File: src/sewa_pkg.sv
// Shared types and constants for the SII EEPROM word access sequencer.
package sewa_pkg;

    typedef logic [1:0] t_cfg_idx;
    typedef logic [15:0] t_cfg_data;

    localparam t_cfg_idx CFG_RETRY_LIMIT = 2'd0;
    localparam t_cfg_idx CFG_LOAD_TMO    = 2'd1;
    localparam t_cfg_idx CFG_BUSY_TMO    = 2'd2;
    localparam t_cfg_idx CFG_INHIBIT     = 2'd3;

    localparam logic [3:0]  RST_RETRY_LIMIT = 4'd3;
    localparam logic [15:0] RST_LOAD_TMO    = 16'd500;
    localparam logic [15:0] RST_BUSY_TMO    = 16'd20;
    localparam logic [15:0] RST_INHIBIT     = 16'd5;

    localparam logic [1:0] MODE_START_RD = 2'd0;
    localparam logic [1:0] MODE_START_WR = 2'd1;
    localparam logic [1:0] MODE_RESPONSE = 2'd2;
    localparam logic [1:0] MODE_UNUSED   = 2'd3;

    localparam logic [1:0] DGS_RECEIVED = 2'd0;
    localparam logic [1:0] DGS_TIMEOUT  = 2'd1;

    localparam logic [1:0] ACT_SEND   = 2'd0;
    localparam logic [1:0] ACT_DONE   = 2'd1;
    localparam logic [1:0] ACT_ERROR  = 2'd2;
    localparam logic [1:0] ACT_IGNORE = 2'd3;

    localparam logic [1:0] CMD_APWR = 2'd0;
    localparam logic [1:0] CMD_FPWR = 2'd1;
    localparam logic [1:0] CMD_APRD = 2'd2;
    localparam logic [1:0] CMD_FPRD = 2'd3;

    localparam logic [3:0] LEN_READ_REQ   = 4'd4;
    localparam logic [3:0] LEN_READ_CHECK = 4'd10;
    localparam logic [3:0] LEN_WRITE_REQ  = 4'd8;
    localparam logic [3:0] LEN_WRITE_CHK  = 4'd2;

    localparam logic [7:0] CTRL_READ  = 8'h80;
    localparam logic [7:0] CTRL_WRITE = 8'h81;
    localparam logic [7:0] CTRL_CHECK = 8'h00;

    localparam logic [1:0] OP_READ  = 2'd1;
    localparam logic [1:0] OP_WRITE = 2'd2;
    localparam logic [1:0] OP_CHECK = 2'd0;

    localparam logic [7:0] ST_ERROR     = 8'h20;
    localparam logic [7:0] ST_LOADING   = 8'h10;
    localparam logic [7:0] ST_RD_BUSY   = 8'h81;
    localparam logic [7:0] ST_WR_BUSY   = 8'h82;
    localparam logic [7:0] ST_WR_FAILED = 8'h40;

    localparam logic [2:0] ERR_NONE       = 3'd0;
    localparam logic [2:0] ERR_NOT_RECV   = 3'd1;
    localparam logic [2:0] ERR_WC         = 3'd2;
    localparam logic [2:0] ERR_SII        = 3'd3;
    localparam logic [2:0] ERR_LOAD_TMO   = 3'd4;
    localparam logic [2:0] ERR_READ_TMO   = 3'd5;
    localparam logic [2:0] ERR_WRITE_TMO  = 3'd6;
    localparam logic [2:0] ERR_WRITE_FAIL = 3'd7;

    typedef struct packed {
        logic [1:0]  action;
        logic [1:0]  dg_command;
        logic [15:0] dg_address;
        logic [3:0]  dg_length;
        logic [7:0]  ctrl_byte;
        logic [1:0]  cmd_byte;
        logic [15:0] req_offset;
        logic [15:0] req_value;
        logic [31:0] read_value;
        logic [2:0]  error_code;
    } t_result;

    localparam t_result RESULT_IGNORE = '{
        action: ACT_IGNORE, dg_command: 2'd0, dg_address: 16'd0, dg_length: 4'd0,
        ctrl_byte: 8'd0, cmd_byte: 2'd0, req_offset: 16'd0, req_value: 16'd0,
        read_value: 32'd0, error_code: ERR_NONE
    };

endpackage

File: src/sewa_req_if.sv
// Request channel: start items and datagram responses into the sequencer.
interface sewa_req_if;
    logic        valid;
    logic        ready;
    logic [1:0]  mode;
    logic [15:0] word_addr;
    logic [15:0] write_value;
    logic        addressing;
    logic [15:0] target_address;
    logic [1:0]  dg_status;
    logic [15:0] wkc;
    logic [7:0]  status_byte;
    logic [31:0] read_data;
    logic [15:0] sent_time_ms;
    logic [15:0] recv_time_ms;

    modport source (
        output valid, mode, word_addr, write_value, addressing, target_address,
        output dg_status, wkc, status_byte, read_data,
        output sent_time_ms, recv_time_ms,
        input  ready
    );
    modport sink (
        input  valid, mode, word_addr, write_value, addressing, target_address,
        input  dg_status, wkc, status_byte, read_data,
        input  sent_time_ms, recv_time_ms,
        output ready
    );
endinterface

File: src/sewa_rsp_if.sv
// Result channel: datagram requests and completion status out of the sequencer.
interface sewa_rsp_if;
    logic        valid;
    logic        ready;
    logic [1:0]  action;
    logic [1:0]  dg_command;
    logic [15:0] dg_address;
    logic [3:0]  dg_length;
    logic [7:0]  ctrl_byte;
    logic [1:0]  cmd_byte;
    logic [15:0] req_offset;
    logic [15:0] req_value;
    logic [31:0] read_value;
    logic [2:0]  error_code;

    modport source (
        output valid, action, dg_command, dg_address, dg_length, ctrl_byte,
        output cmd_byte, req_offset, req_value, read_value, error_code,
        input  ready
    );
    modport sink (
        input  valid, action, dg_command, dg_address, dg_length, ctrl_byte,
        input  cmd_byte, req_offset, req_value, read_value, error_code,
        output ready
    );
endinterface

File: src/slave_eeprom_word_access_fsm.sv
// Top level: SII EEPROM word access sequencer with config registers and result register.
//
//  channel   | dir | handshake           | carries
//  i_req     | in  | valid/ready         | start read/write or datagram response
//  o_rsp     | out | valid/ready         | request to send, done or error
//  i_cfg_*   | in  | write enable only   | retry limit, timeouts and write inhibit
//
// One transaction in gives one transaction out in the next cycle, through the result register.
// A new transaction is taken every cycle while the result register is empty or being drained.
// A stall on o_rsp holds the result register and drops i_req.ready until it is taken.
// Reset returns the sequencer to idle and loads the default retry limit, timeouts and write inhibit.
module slave_eeprom_word_access_fsm (
    input  logic                 i_clk,
    input  logic                 i_rst_n,
    sewa_req_if.sink             i_req,
    sewa_rsp_if.source           o_rsp,
    input  logic                 i_cfg_we,
    input  sewa_pkg::t_cfg_idx   i_cfg_idx,
    input  sewa_pkg::t_cfg_data  i_cfg_data
);
    import sewa_pkg::*;

    localparam logic [2:0] PH_IDLE     = 3'd0;
    localparam logic [2:0] PH_RD_REQ   = 3'd1;
    localparam logic [2:0] PH_RD_FETCH = 3'd2;
    localparam logic [2:0] PH_WR_REQ   = 3'd3;
    localparam logic [2:0] PH_WR_CHECK = 3'd4;

    logic [3:0]  r_retry_limit;
    logic [15:0] r_load_tmo, r_busy_tmo, r_inhibit;

    logic [2:0]  r_phase, n_phase;
    logic [3:0]  r_retries, n_retries;
    logic [15:0] r_start_time, n_start_time;
    logic        r_one_more, n_one_more;
    logic        r_loading_seen, n_loading_seen;
    logic [15:0] r_held_offset, n_held_offset;
    logic [15:0] r_held_value, n_held_value;
    logic        r_held_addr, n_held_addr;
    logic [15:0] r_held_target, n_held_target;

    t_result     r_out, n_out;
    logic        r_out_valid;
    logic        w_accept;
    logic [15:0] w_diff;

    function automatic t_result mk_req(input logic [1:0] cmd, input logic [3:0] len,
                                       input logic [7:0] ctrl, input logic [1:0] op,
                                       input logic [15:0] off, input logic [15:0] val,
                                       input logic [15:0] target);
        t_result res;
        res            = RESULT_IGNORE;
        res.action     = ACT_SEND;
        res.dg_command = cmd;
        res.dg_address = target;
        res.dg_length  = len;
        res.ctrl_byte  = ctrl;
        res.cmd_byte   = op;
        res.req_offset = off;
        res.req_value  = val;
        return res;
    endfunction

    function automatic t_result mk_end(input logic [1:0] act, input logic [31:0] data,
                                       input logic [2:0] code);
        t_result res;
        res            = RESULT_IGNORE;
        res.action     = act;
        res.read_value = data;
        res.error_code = code;
        return res;
    endfunction

    assign i_req.ready = !r_out_valid || o_rsp.ready;
    assign w_accept    = i_req.valid && i_req.ready;
    assign w_diff      = i_req.recv_time_ms - r_start_time;

    always_comb begin
        t_result rd_req, rd_chk, wr_req, wr_chk;
        logic    is_rd_req, is_wr_req;
        logic    tmo_load, tmo_busy;

        n_phase        = r_phase;
        n_retries      = r_retries;
        n_start_time   = r_start_time;
        n_one_more     = r_one_more;
        n_loading_seen = r_loading_seen;
        n_held_offset  = r_held_offset;
        n_held_value   = r_held_value;
        n_held_addr    = r_held_addr;
        n_held_target  = r_held_target;
        n_out          = RESULT_IGNORE;

        is_rd_req = (i_req.mode == MODE_START_RD);
        is_wr_req = (i_req.mode == MODE_START_WR);
        if (is_rd_req || is_wr_req) begin
            n_held_offset = i_req.word_addr;
            n_held_value  = i_req.write_value;
            n_held_addr   = i_req.addressing;
            n_held_target = i_req.target_address;
        end

        rd_req = mk_req(n_held_addr ? CMD_FPWR : CMD_APWR, LEN_READ_REQ, CTRL_READ,
                        OP_READ, n_held_offset, 16'd0, n_held_target);
        rd_chk = mk_req(n_held_addr ? CMD_FPRD : CMD_APRD, LEN_READ_CHECK, CTRL_CHECK,
                        OP_CHECK, 16'd0, 16'd0, n_held_target);
        wr_req = mk_req(CMD_FPWR, LEN_WRITE_REQ, CTRL_WRITE, OP_WRITE, n_held_offset,
                        n_held_value, n_held_target);
        wr_chk = mk_req(CMD_FPRD, LEN_WRITE_CHK, CTRL_CHECK, OP_CHECK, 16'd0, 16'd0,
                        n_held_target);

        tmo_load = (w_diff >= r_load_tmo) && !r_one_more;
        tmo_busy = (w_diff >= r_busy_tmo) && !r_one_more;

        priority if (is_rd_req || is_wr_req) begin
            n_retries = r_retry_limit;
            n_out     = is_rd_req ? rd_req : wr_req;
            n_phase   = is_rd_req ? PH_RD_REQ : PH_WR_REQ;
        end else if (i_req.mode == MODE_UNUSED) begin
            n_out = RESULT_IGNORE;
        end else if (r_phase == PH_IDLE || r_phase > PH_WR_CHECK) begin
            n_out   = RESULT_IGNORE;
            n_phase = PH_IDLE;
        end else if (i_req.dg_status == DGS_TIMEOUT && r_retries != 4'd0) begin
            n_retries = r_retries - 4'd1;
            unique case (r_phase)
                PH_RD_REQ:   n_out = rd_req;
                PH_RD_FETCH: n_out = rd_chk;
                PH_WR_REQ:   n_out = wr_req;
                default:     n_out = wr_chk;
            endcase
        end else if (i_req.dg_status != DGS_RECEIVED) begin
            n_out   = mk_end(ACT_ERROR, 32'd0, ERR_NOT_RECV);
            n_phase = PH_IDLE;
        end else if (i_req.wkc != 16'd1) begin
            n_out   = mk_end(ACT_ERROR, 32'd0, ERR_WC);
            n_phase = PH_IDLE;
        end else if (r_phase == PH_RD_REQ || r_phase == PH_WR_REQ) begin
            n_start_time = i_req.sent_time_ms;
            n_one_more   = 1'b1;
            n_retries    = r_retry_limit;
            if (r_phase == PH_RD_REQ) begin
                n_loading_seen = 1'b0;
                n_out          = rd_chk;
                n_phase        = PH_RD_FETCH;
            end else begin
                n_out   = wr_chk;
                n_phase = PH_WR_CHECK;
            end
        end else if ((i_req.status_byte & ST_ERROR) != 8'd0) begin
            n_out   = mk_end(ACT_ERROR, 32'd0, ERR_SII);
            n_phase = PH_IDLE;
        end else if (r_phase == PH_RD_FETCH) begin
            priority if ((i_req.status_byte & ST_LOADING) != 8'd0) begin
                n_loading_seen = 1'b1;
                if (w_diff >= r_load_tmo) begin
                    n_one_more = 1'b0;
                end
                if (tmo_load) begin
                    n_out   = mk_end(ACT_ERROR, 32'd0, ERR_LOAD_TMO);
                    n_phase = PH_IDLE;
                end else begin
                    n_out     = rd_chk;
                    n_retries = r_retry_limit;
                end
            end else if (r_loading_seen) begin
                n_loading_seen = 1'b0;
                n_out          = rd_req;
                n_retries      = r_retry_limit;
                n_phase        = PH_RD_REQ;
            end else if ((i_req.status_byte & ST_RD_BUSY) != 8'd0) begin
                if (w_diff >= r_busy_tmo) begin
                    n_one_more = 1'b0;
                end
                if (tmo_busy) begin
                    n_out   = mk_end(ACT_ERROR, 32'd0, ERR_READ_TMO);
                    n_phase = PH_IDLE;
                end else begin
                    n_out     = rd_chk;
                    n_retries = r_retry_limit;
                end
            end else begin
                n_out   = mk_end(ACT_DONE, i_req.read_data, ERR_NONE);
                n_phase = PH_IDLE;
            end
        end else begin
            priority if (w_diff < r_inhibit) begin
                n_out     = wr_chk;
                n_retries = r_retry_limit;
            end else if ((i_req.status_byte & ST_WR_BUSY) != 8'd0) begin
                if (w_diff >= r_busy_tmo) begin
                    n_one_more = 1'b0;
                end
                if (tmo_busy) begin
                    n_out   = mk_end(ACT_ERROR, 32'd0, ERR_WRITE_TMO);
                    n_phase = PH_IDLE;
                end else begin
                    n_out     = wr_chk;
                    n_retries = r_retry_limit;
                end
            end else if ((i_req.status_byte & ST_WR_FAILED) != 8'd0) begin
                n_out   = mk_end(ACT_ERROR, 32'd0, ERR_WRITE_FAIL);
                n_phase = PH_IDLE;
            end else begin
                n_out   = mk_end(ACT_DONE, 32'd0, ERR_NONE);
                n_phase = PH_IDLE;
            end
        end
    end

    always_ff @(posedge i_clk) begin
        if (!i_rst_n) begin
            r_retry_limit <= RST_RETRY_LIMIT;
            r_load_tmo    <= RST_LOAD_TMO;
            r_busy_tmo    <= RST_BUSY_TMO;
            r_inhibit     <= RST_INHIBIT;
        end else if (i_cfg_we) begin
            unique case (i_cfg_idx)
                CFG_RETRY_LIMIT: r_retry_limit <= i_cfg_data[3:0];
                CFG_LOAD_TMO:    r_load_tmo    <= i_cfg_data;
                CFG_BUSY_TMO:    r_busy_tmo    <= i_cfg_data;
                CFG_INHIBIT:     r_inhibit     <= i_cfg_data;
                default:         r_retry_limit <= r_retry_limit;
            endcase
        end
    end

    always_ff @(posedge i_clk) begin
        if (!i_rst_n) begin
            r_phase        <= PH_IDLE;
            r_retries      <= 4'd0;
            r_one_more     <= 1'b0;
            r_loading_seen <= 1'b0;
            r_out_valid    <= 1'b0;
        end else begin
            if (w_accept) begin
                r_phase        <= n_phase;
                r_retries      <= n_retries;
                r_one_more     <= n_one_more;
                r_loading_seen <= n_loading_seen;
            end
            if (w_accept) begin
                r_out_valid <= 1'b1;
            end else if (o_rsp.ready) begin
                r_out_valid <= 1'b0;
            end
        end
    end

    always_ff @(posedge i_clk) begin
        if (w_accept) begin
            r_start_time  <= n_start_time;
            r_held_offset <= n_held_offset;
            r_held_value  <= n_held_value;
            r_held_addr   <= n_held_addr;
            r_held_target <= n_held_target;
            r_out         <= n_out;
        end
    end

    assign o_rsp.valid      = r_out_valid;
    assign o_rsp.action     = r_out.action;
    assign o_rsp.dg_command = r_out.dg_command;
    assign o_rsp.dg_address = r_out.dg_address;
    assign o_rsp.dg_length  = r_out.dg_length;
    assign o_rsp.ctrl_byte  = r_out.ctrl_byte;
    assign o_rsp.cmd_byte   = r_out.cmd_byte;
    assign o_rsp.req_offset = r_out.req_offset;
    assign o_rsp.req_value  = r_out.req_value;
    assign o_rsp.read_value = r_out.read_value;
    assign o_rsp.error_code = r_out.error_code;

    a_end_goes_idle: assert property (@(posedge i_clk) disable iff (!i_rst_n)
        w_accept && (n_out.action == ACT_DONE || n_out.action == ACT_ERROR)
        |=> r_phase == PH_IDLE)
        else $error("sequencer not idle after finishing");

    a_phase_legal: assert property (@(posedge i_clk) disable iff (!i_rst_n)
        r_phase <= PH_WR_CHECK)
        else $error("phase out of range");

    a_data_only_on_done: assert property (@(posedge i_clk) disable iff (!i_rst_n)
        r_out_valid && r_out.action != ACT_DONE |-> r_out.read_value == 32'd0)
        else $error("read data outside a done result");

    a_request_fields: assert property (@(posedge i_clk) disable iff (!i_rst_n)
        r_out_valid && r_out.action != ACT_SEND |-> r_out.dg_length == 4'd0)
        else $error("request fields set on a non-request result");

    a_stall_blocks_input: assert property (@(posedge i_clk) disable iff (!i_rst_n)
        r_out_valid && !o_rsp.ready |-> !w_accept)
        else $error("transaction taken while result register stalled");

endmodule
File: src/flat_wrapper.sv
// flat-port wrapper written by rule: the top's interface ports become plain ports
module slave_eeprom_word_access_fsm_flat import sewa_pkg::*;
  (i_clk, i_rst_n, i_cfg_we, i_cfg_idx, i_cfg_data, i_req_valid, i_req_mode, i_req_word_addr, i_req_write_value, i_req_addressing, i_req_target_address, i_req_dg_status, i_req_wkc, i_req_status_byte, i_req_read_data, i_req_sent_time_ms, i_req_recv_time_ms, i_req_ready, o_rsp_valid, o_rsp_action, o_rsp_dg_command, o_rsp_dg_address, o_rsp_dg_length, o_rsp_ctrl_byte, o_rsp_cmd_byte, o_rsp_req_offset, o_rsp_req_value, o_rsp_read_value, o_rsp_error_code, o_rsp_ready);
  sewa_req_if i_req_i ();
  sewa_rsp_if o_rsp_i ();
  input  logic i_clk;
  input  logic i_rst_n;
  input  logic i_cfg_we;
  input  sewa_pkg::t_cfg_idx i_cfg_idx;
  input  sewa_pkg::t_cfg_data i_cfg_data;
  input wire logic [$bits(i_req_i.valid)-1:0] i_req_valid;
  input wire logic [$bits(i_req_i.mode)-1:0] i_req_mode;
  input wire logic [$bits(i_req_i.word_addr)-1:0] i_req_word_addr;
  input wire logic [$bits(i_req_i.write_value)-1:0] i_req_write_value;
  input wire logic [$bits(i_req_i.addressing)-1:0] i_req_addressing;
  input wire logic [$bits(i_req_i.target_address)-1:0] i_req_target_address;
  input wire logic [$bits(i_req_i.dg_status)-1:0] i_req_dg_status;
  input wire logic [$bits(i_req_i.wkc)-1:0] i_req_wkc;
  input wire logic [$bits(i_req_i.status_byte)-1:0] i_req_status_byte;
  input wire logic [$bits(i_req_i.read_data)-1:0] i_req_read_data;
  input wire logic [$bits(i_req_i.sent_time_ms)-1:0] i_req_sent_time_ms;
  input wire logic [$bits(i_req_i.recv_time_ms)-1:0] i_req_recv_time_ms;
  output wire logic [$bits(i_req_i.ready)-1:0] i_req_ready;
  output wire logic [$bits(o_rsp_i.valid)-1:0] o_rsp_valid;
  output wire logic [$bits(o_rsp_i.action)-1:0] o_rsp_action;
  output wire logic [$bits(o_rsp_i.dg_command)-1:0] o_rsp_dg_command;
  output wire logic [$bits(o_rsp_i.dg_address)-1:0] o_rsp_dg_address;
  output wire logic [$bits(o_rsp_i.dg_length)-1:0] o_rsp_dg_length;
  output wire logic [$bits(o_rsp_i.ctrl_byte)-1:0] o_rsp_ctrl_byte;
  output wire logic [$bits(o_rsp_i.cmd_byte)-1:0] o_rsp_cmd_byte;
  output wire logic [$bits(o_rsp_i.req_offset)-1:0] o_rsp_req_offset;
  output wire logic [$bits(o_rsp_i.req_value)-1:0] o_rsp_req_value;
  output wire logic [$bits(o_rsp_i.read_value)-1:0] o_rsp_read_value;
  output wire logic [$bits(o_rsp_i.error_code)-1:0] o_rsp_error_code;
  input wire logic [$bits(o_rsp_i.ready)-1:0] o_rsp_ready;
  assign i_req_i.valid = i_req_valid;
  assign i_req_i.mode = i_req_mode;
  assign i_req_i.word_addr = i_req_word_addr;
  assign i_req_i.write_value = i_req_write_value;
  assign i_req_i.addressing = i_req_addressing;
  assign i_req_i.target_address = i_req_target_address;
  assign i_req_i.dg_status = i_req_dg_status;
  assign i_req_i.wkc = i_req_wkc;
  assign i_req_i.status_byte = i_req_status_byte;
  assign i_req_i.read_data = i_req_read_data;
  assign i_req_i.sent_time_ms = i_req_sent_time_ms;
  assign i_req_i.recv_time_ms = i_req_recv_time_ms;
  assign i_req_ready = i_req_i.ready;
  assign o_rsp_valid = o_rsp_i.valid;
  assign o_rsp_action = o_rsp_i.action;
  assign o_rsp_dg_command = o_rsp_i.dg_command;
  assign o_rsp_dg_address = o_rsp_i.dg_address;
  assign o_rsp_dg_length = o_rsp_i.dg_length;
  assign o_rsp_ctrl_byte = o_rsp_i.ctrl_byte;
  assign o_rsp_cmd_byte = o_rsp_i.cmd_byte;
  assign o_rsp_req_offset = o_rsp_i.req_offset;
  assign o_rsp_req_value = o_rsp_i.req_value;
  assign o_rsp_read_value = o_rsp_i.read_value;
  assign o_rsp_error_code = o_rsp_i.error_code;
  assign o_rsp_i.ready = o_rsp_ready;
  slave_eeprom_word_access_fsm u_core (.i_clk(i_clk), .i_rst_n(i_rst_n), .i_req(i_req_i), .o_rsp(o_rsp_i), .i_cfg_we(i_cfg_we), .i_cfg_idx(i_cfg_idx), .i_cfg_data(i_cfg_data));
endmodule
File: config.mk
export PLATFORM = sky130hd
export DESIGN_NAME = slave_eeprom_word_access_fsm_flat
export DESIGN_NICKNAME = d
export VERILOG_FILES = /design/src/sewa_pkg.sv /design/src/sewa_req_if.sv /design/src/sewa_rsp_if.sv /design/src/slave_eeprom_word_access_fsm.sv /design/src/flat_wrapper.sv
export SDC_FILE = /design/constraint.sdc
export NUM_CORES = 1
export LEC_CHECK = 0
export ABC_AREA = 1
export BUFFER_PORTS_ARGS = -buffer_cell sky130_fd_sc_hd__buf_4
export CAP_MARGIN = 30
export CELL_PAD_IN_SITES_DETAIL_PLACEMENT = 0
export CELL_PAD_IN_SITES_GLOBAL_PLACEMENT = 2
export CORE_ASPECT_RATIO = 1.4
export CORE_UTILIZATION = 35
export DETAILED_ROUTE_END_ITERATION = 16
export PLACE_DENSITY = 0.88
export SLEW_MARGIN = 20
export SYNTH_ARGS = -nofsm -noshare
export SYNTH_HDL_FRONTEND = slang
export SYNTH_SLANG_ARGS = --single-unit
File: constraint.sdc
create_clock -name i_clk -period 6.5 [get_ports i_clk]
set_input_delay 0.975 -clock i_clk [delete_from_list [all_inputs] [get_ports i_clk]]
set_output_delay 0.975 -clock i_clk [all_outputs]
set_load 0.03 [all_outputs]
* Yosys cells after proc, flatten, opt, wreduce, memory -nomap -nowiden
Index checks and enable logic that the tools add are counted.
** Storage, ports and cells
- Bits in registers :: 228
- Bits in latches :: 0
- RAM bits :: 0
- Memory bits (read-only) :: 0
- Input port bits :: 164
- Output and inout bits :: 103
- Logic and storage cells :: 170
- Memories :: 0
** Operators by class
- $add $sub $neg :: 2
- $mul :: 0
- Divide/modulo/power cells :: 0
- Order comparisons :: 4
- Eq/ne operators :: 26
- Shift operators :: 0
- Mux-type cells :: 78
- Bitwise logic cells :: 6
- Reductions and logical operators :: 30
** Operator list (number)
- $mux W101 :: 18
- $pmux W99 S3 :: 1
- $mux W99 :: 2
- $mux W4 :: 16
- $mux W3 :: 17
- $mux W16 :: 3
- $ge A16 B16 Y1 :: 2
- $mux W1 :: 20
- $lt A16 B16 Y1 :: 1
- $ne A16 B1 Y1 const B :: 1
- $reduce_bool A8 Y1 :: 2
- $sub A16 B16 Y16 :: 1
- $reduce_and A13 Y1 :: 1
- $ne A3 B1 Y1 const B :: 4
- $reduce_and A10 Y1 :: 1
- $ne A9 B3 Y1 const B :: 1
- $reduce_and A9 Y1 :: 1
- $ne A2 B1 Y1 const B :: 4
- $ne A8 B2 Y1 const B :: 1
- $reduce_and A2 Y1 :: 4
- $reduce_and A8 Y1 :: 1
- $ne A7 B3 Y1 const B :: 1
- $eq A2 B1 Y1 const B :: 3
- $eq A2 B2 Y1 const B :: 3
- 21 further kinds :: 37

* Logic depth before layout (Yosys ltp)
- Depth after elaboration :: 17
- Mapped depth :: 26
- Gate-level depth less buffers :: 26

* Worst setup path before layout
No wires, ideal clock.
- Path kind :: input port to flip-flop
- Start :: input port o_rsp_ready
- End :: register u_core.r_out (netlist bit u_core.o_rsp.action[0]), enable pin
- Library setup time :: 492 ps
- Arrival :: 4218 ps
- Data required time :: 6008 ps
- Slack :: 1789 ps
- Stages on the path :: 4
- Path buffers :: 0
- Cell sequence :: inv_1 nand2_1 nand2_1 inv_1
** On the way
- Longest elaborated chain between the ends :: 2
** RTL lines
- start, declared :: line flat_wrapper.sv:35 : input wire logic [$bits(o_rsp_i.ready)-1:0] o_rsp_ready;
- $logic_or A1 B1 Y1 :: line slave_eeprom_word_access_fsm.sv:74 : assign i_req.ready = !r_out_valid || o_rsp.ready;
- named net i_req_ready :: line flat_wrapper.sv:23 : output wire logic [$bits(i_req_i.ready)-1:0] i_req_ready;
- $logic_and A1 B1 Y1 :: line slave_eeprom_word_access_fsm.sv:75 : assign w_accept = i_req.valid && i_req.ready;
- named net u_core.w_accept :: line slave_eeprom_word_access_fsm.sv:44 : logic w_accept;
- end signal, assigned :: line slave_eeprom_word_access_fsm.sv:257 : r_out <= n_out;
- end, declared :: line slave_eeprom_word_access_fsm.sv:42 : t_result r_out, n_out;
The timed path passes the listed nets, and every way through them passes these cells.
A chain may end at the register's enable or synchronous reset.

==> summary.txt <==
CTS
  – Root buf cell: clkbuf_16
  – Clock Latency Late Sink: approximately 550 ps
  – Post_cts resized: 0
  – CTS tree: done
  – Postcts setup bufs: 0
  – Clock sink count: roughly 220
  – # H-tree levels: 1
  – Register clock-pin slew on the reported worst setup and hold paths: approximately 60 ps
  – Hold buffers post-CTS: 0
  – CTS max path bufs: 3
  – Cts bufs inserted: 24

Detailed routing
  – Via count: around 10000
  – Via/cell ratio: 4.73
  – Antenna Nets Post-Route: 0
  – Initial drt markers: 484
  – Drt wl/cell: around 15 um
  – Total Wirelength: between 30000 and 40000 um
  – DR DRC count: 0
  – Drt first pass iters: 5

Synth
  – Top cell type's share of synthesized area: between 30 and 40%
  – Mean Syn Cell Area: approximately 8.6 um^2
  – Post-synthesis mux area share: 0%
  – Seq cells post-synth: roughly 220
  – XOR/XNOR share of the synthesized area: ~1.2%
  – Synth warn: 0
  – Post-Synth Adder-Cell Area: ~6.7%
  – Synth async-reset ratio: 0%
  – Leading area contributor after synthesis: edfxtp_1
  – Synthesized area: roughly 12000 um^2
  – Primary FF master, synth: edfxtp_1
  – EDFF count, synth: between 150 and 200
  – Main combinational cell family by area after synthesis: simple AND/OR/NAND/NOR gates
  – Synth area leaders: edfxtp_1 39%, nand2_1 11%, dfxtp_1 10%
  – Compound-cell area share of the yosys netlist: a little over an eighth
  – Simple-gate portion of the synthesized area: between 15 and 20%
  – Post-synthesis cell count: between 1000 and 1500
  – Post-synthesis sequential area ratio: a little under 50%
  – Yosys cell types: 53

Finish
  – Fill cells: around 3500
  – Seq. cell area: around 5900 um^2
  – Multi-input gate area: approximately 5000 um^2
  – Syn-to-layout area delta: 25.5%
  – Nets@finish: approximately 1900
  – Share of cells above drive strength 1: 21.4%

Power
  – Comb power frac: between 10% and 20%
  – PD cells: ~240 nW/um^2
  – Internal power: 2.60 mW
  – Max VDD drop: ~160 uV
  – Reg power frac: 44.3%
  – Net Sw Power: roughly 1.0 mW
  – Pleak: just under 7 nW
  – Clock power frac: 36.6%
  – Switch share: 28.3%

Run status
  – Outcome: finished, final reports clean

Die
  – # IOs: 267
  – Initial Util: 35.4%
  – Die Area: ~35000 um^2
  – Die width: 159 um
  – Die Y: approximately 220 um
  – Core Box Area: 34000 um^2
  – Cell row count: 80

STA
  – Least-Margin Pin Slew: a little under 900 ps
  – Period utilization: between 70% and 80%
  – Unrepaired setup endpoints after global routing: false
  – Max-slew headroom: approximately 42%
  – Pins Over Slew Limit: 0
  – Tmin final: 4820 ps
  – Worst hold slack: ~460 ps
  – F_max: approximately 210 MHz
  – Setup_tns: 0 ps
  – Fin. Hold Viols: 0
  – Final Setup Violations: 0
  – Skew final: 23.6 ps

Critical path
  – Setup crit start kind: primary input
  – Crit-path max cell delay: roughly 500 ps
  – Critical path, cell by cell: buf_4 > inv_1 > ha_1 > fa_1 > o31ai_1 > nand3_1 > o2111ai_1 > a31oi_1 > xnor2_1 > ha_1 > nand4_1 > nor3_1 > nand3_1 > nand3_1 > nand3_1 > nand3_4 > o21ai_0 > nand2_1 > nand2_1 > nand2_1 > nand2_1
  – WS Path Type: in2reg
  – CP startpoint: i_req_recv_time_ms[0]
  – Worst endpoint required time: 6790 ps
  – Reg2reg start: u_core.r_start_time[0]
  – Critical path fanouts, max: 16
  – Critical-path top delay cell: o31ai_1
  – Setup crit end kind: register
  – Arr. time, crit path: slightly above 5000 ps

Placement
  – RePlAce Congestion: between 0.8 and 0.9
  – PortBufs: ~260
  – HPWL Detailed: about 22000 um

Global route
  – Number of global-route vias before repair: approximately 10000
  – Initial antenna violation count: 1
  – Largest net degree at the start of global routing: around 90
  – GRT Total Usage: between 10% and 20%
  – First-pass GRT wire length: between 40000 and 50000 um
  – GR Overflow Total: 0

Worst hold path
  – HP Class: reg2reg
  – Hold path start: u_core.r_inhibit[5]

Run
  – Max Cap Violations: 0
cells by family (layout without fill, tap and decap cells):
logic type      Yosys count  after routing
flops                   218            218
buf+inv                 293            548
compound gates          281            281
xor+xnor                 16             16
fa+ha+maj                64             64
simple gates            533            533
other cells               1              8
flip-flops by register name (all words and copies together) (netlist names), 3 cells and up:
name and count:
u_core.r_held_value 16, u_core.r_retry_limit 4, u_core.o_rsp.dg_address 16, u_core.o_rsp.req_value 16, u_core.r_inhibit 16, u_core.r_start_time 16, u_core.r_retries 4, u_core.o_rsp.req_offset 16
u_core.r_load_tmo 16, u_core.r_phase 3, u_core.r_busy_tmo 16, u_core.o_rsp.read_value 32, u_core.o_rsp.error_code 3, u_core.r_held_offset 16, u_core.r_held_target 16
worst paths after layout:
path | to | slack (ps) | cells after the start
worst max-delay path | u_core.o_rsp.dg_address[3] | 1680 | 21
worst min-delay path | u_core.r_inhibit[5] | 460 | 2
worst max register to register | u_core.o_rsp.dg_address[3] | 1870 | 19
worst min register to register | u_core.r_inhibit[5] | 460 | 2
Yosys cell counts (16+ instances only):
cell and instances:
nor2_1 79, nand4_1 17, nand2_1 342, ha_1 63, edfxtp_1 156, a21oi_1 97, dfxtp_1 62, clkbuf_1 22
o21ai_0 99, nand3_1 46, o22ai_1 16, inv_1 227
power by group through the flow:
stage	logic, mW	clock network [mW]	registers, mW
after detailed placement	0.698	0	1.63
after global placement	0.692	0	1.63
final	0.691	1.33	1.60
after global routing	0.771	1.42	1.61
after floorplan	0.394	0	1.70
after CTS	0.701	1.38	1.60
per-layer routing:
metal | GRT usage [%] | up-vias | share of wire [%]
met3 | 2.49 | 55 | 4.7
met5 | 0 | - | 0
met4 | 6.45 | 0 | 2.7
li1 | - | 5126 | -
met2 | 32.8 | 282 | 52
met1 | 19.6 | 4568 | 40
area by class of cell:
class | count | share of cell area, %
repair buffers | 263 | 13.1
inverters | 241 | 6.05
diodes | 1 | 0.0166
clock inverters | 14 | 0.960
clock buffers | 30 | 4.12
flip-flops and latches | 218 | 39.2
multi-input cells | 901 | 32.9
well taps | 451 | 3.73
worst max-delay path, delay by kind of cell:
kind | cells | cell delay [ps]
XOR/XNOR | 1 | 370
buffers and inverters | 2 | 110
AO/OA/AOI/OAI | 4 | 960
AND/OR/NAND/NOR | 11 | 1730
adder cells (fa/ha/maj) | 3 | 940
placed cells by master (no fill, tap or decap), types with 17 or more instances in the layout:
cell	instances
edfxtp_1	156
a21oi_1	97
inv_1	226
o21ai_0	99
nand2_1	342
nand4_1	17
nor2_1	79
clkbuf_16	24
ha_1	63
buf_4	263
dfxtp_1	62
nand3_1	46
metrics by stage:
step	setup WS [ps]	instance area (um^2)	utilization [%]	total power [mW]	std cells
after global routing	1330	15100	44.4	3.81	2119
after global placement	1140	14300	42.2	2.32	2074
final	1680	15100	44.4	3.62	2119
after detailed placement	1130	14300	42.2	2.33	2074
after floorplan	1790	12100	-	2.10	1412
after CTS	1700	15100	44.4	3.69	2118
Note: power is estimated with default switching activity, not from simulation.
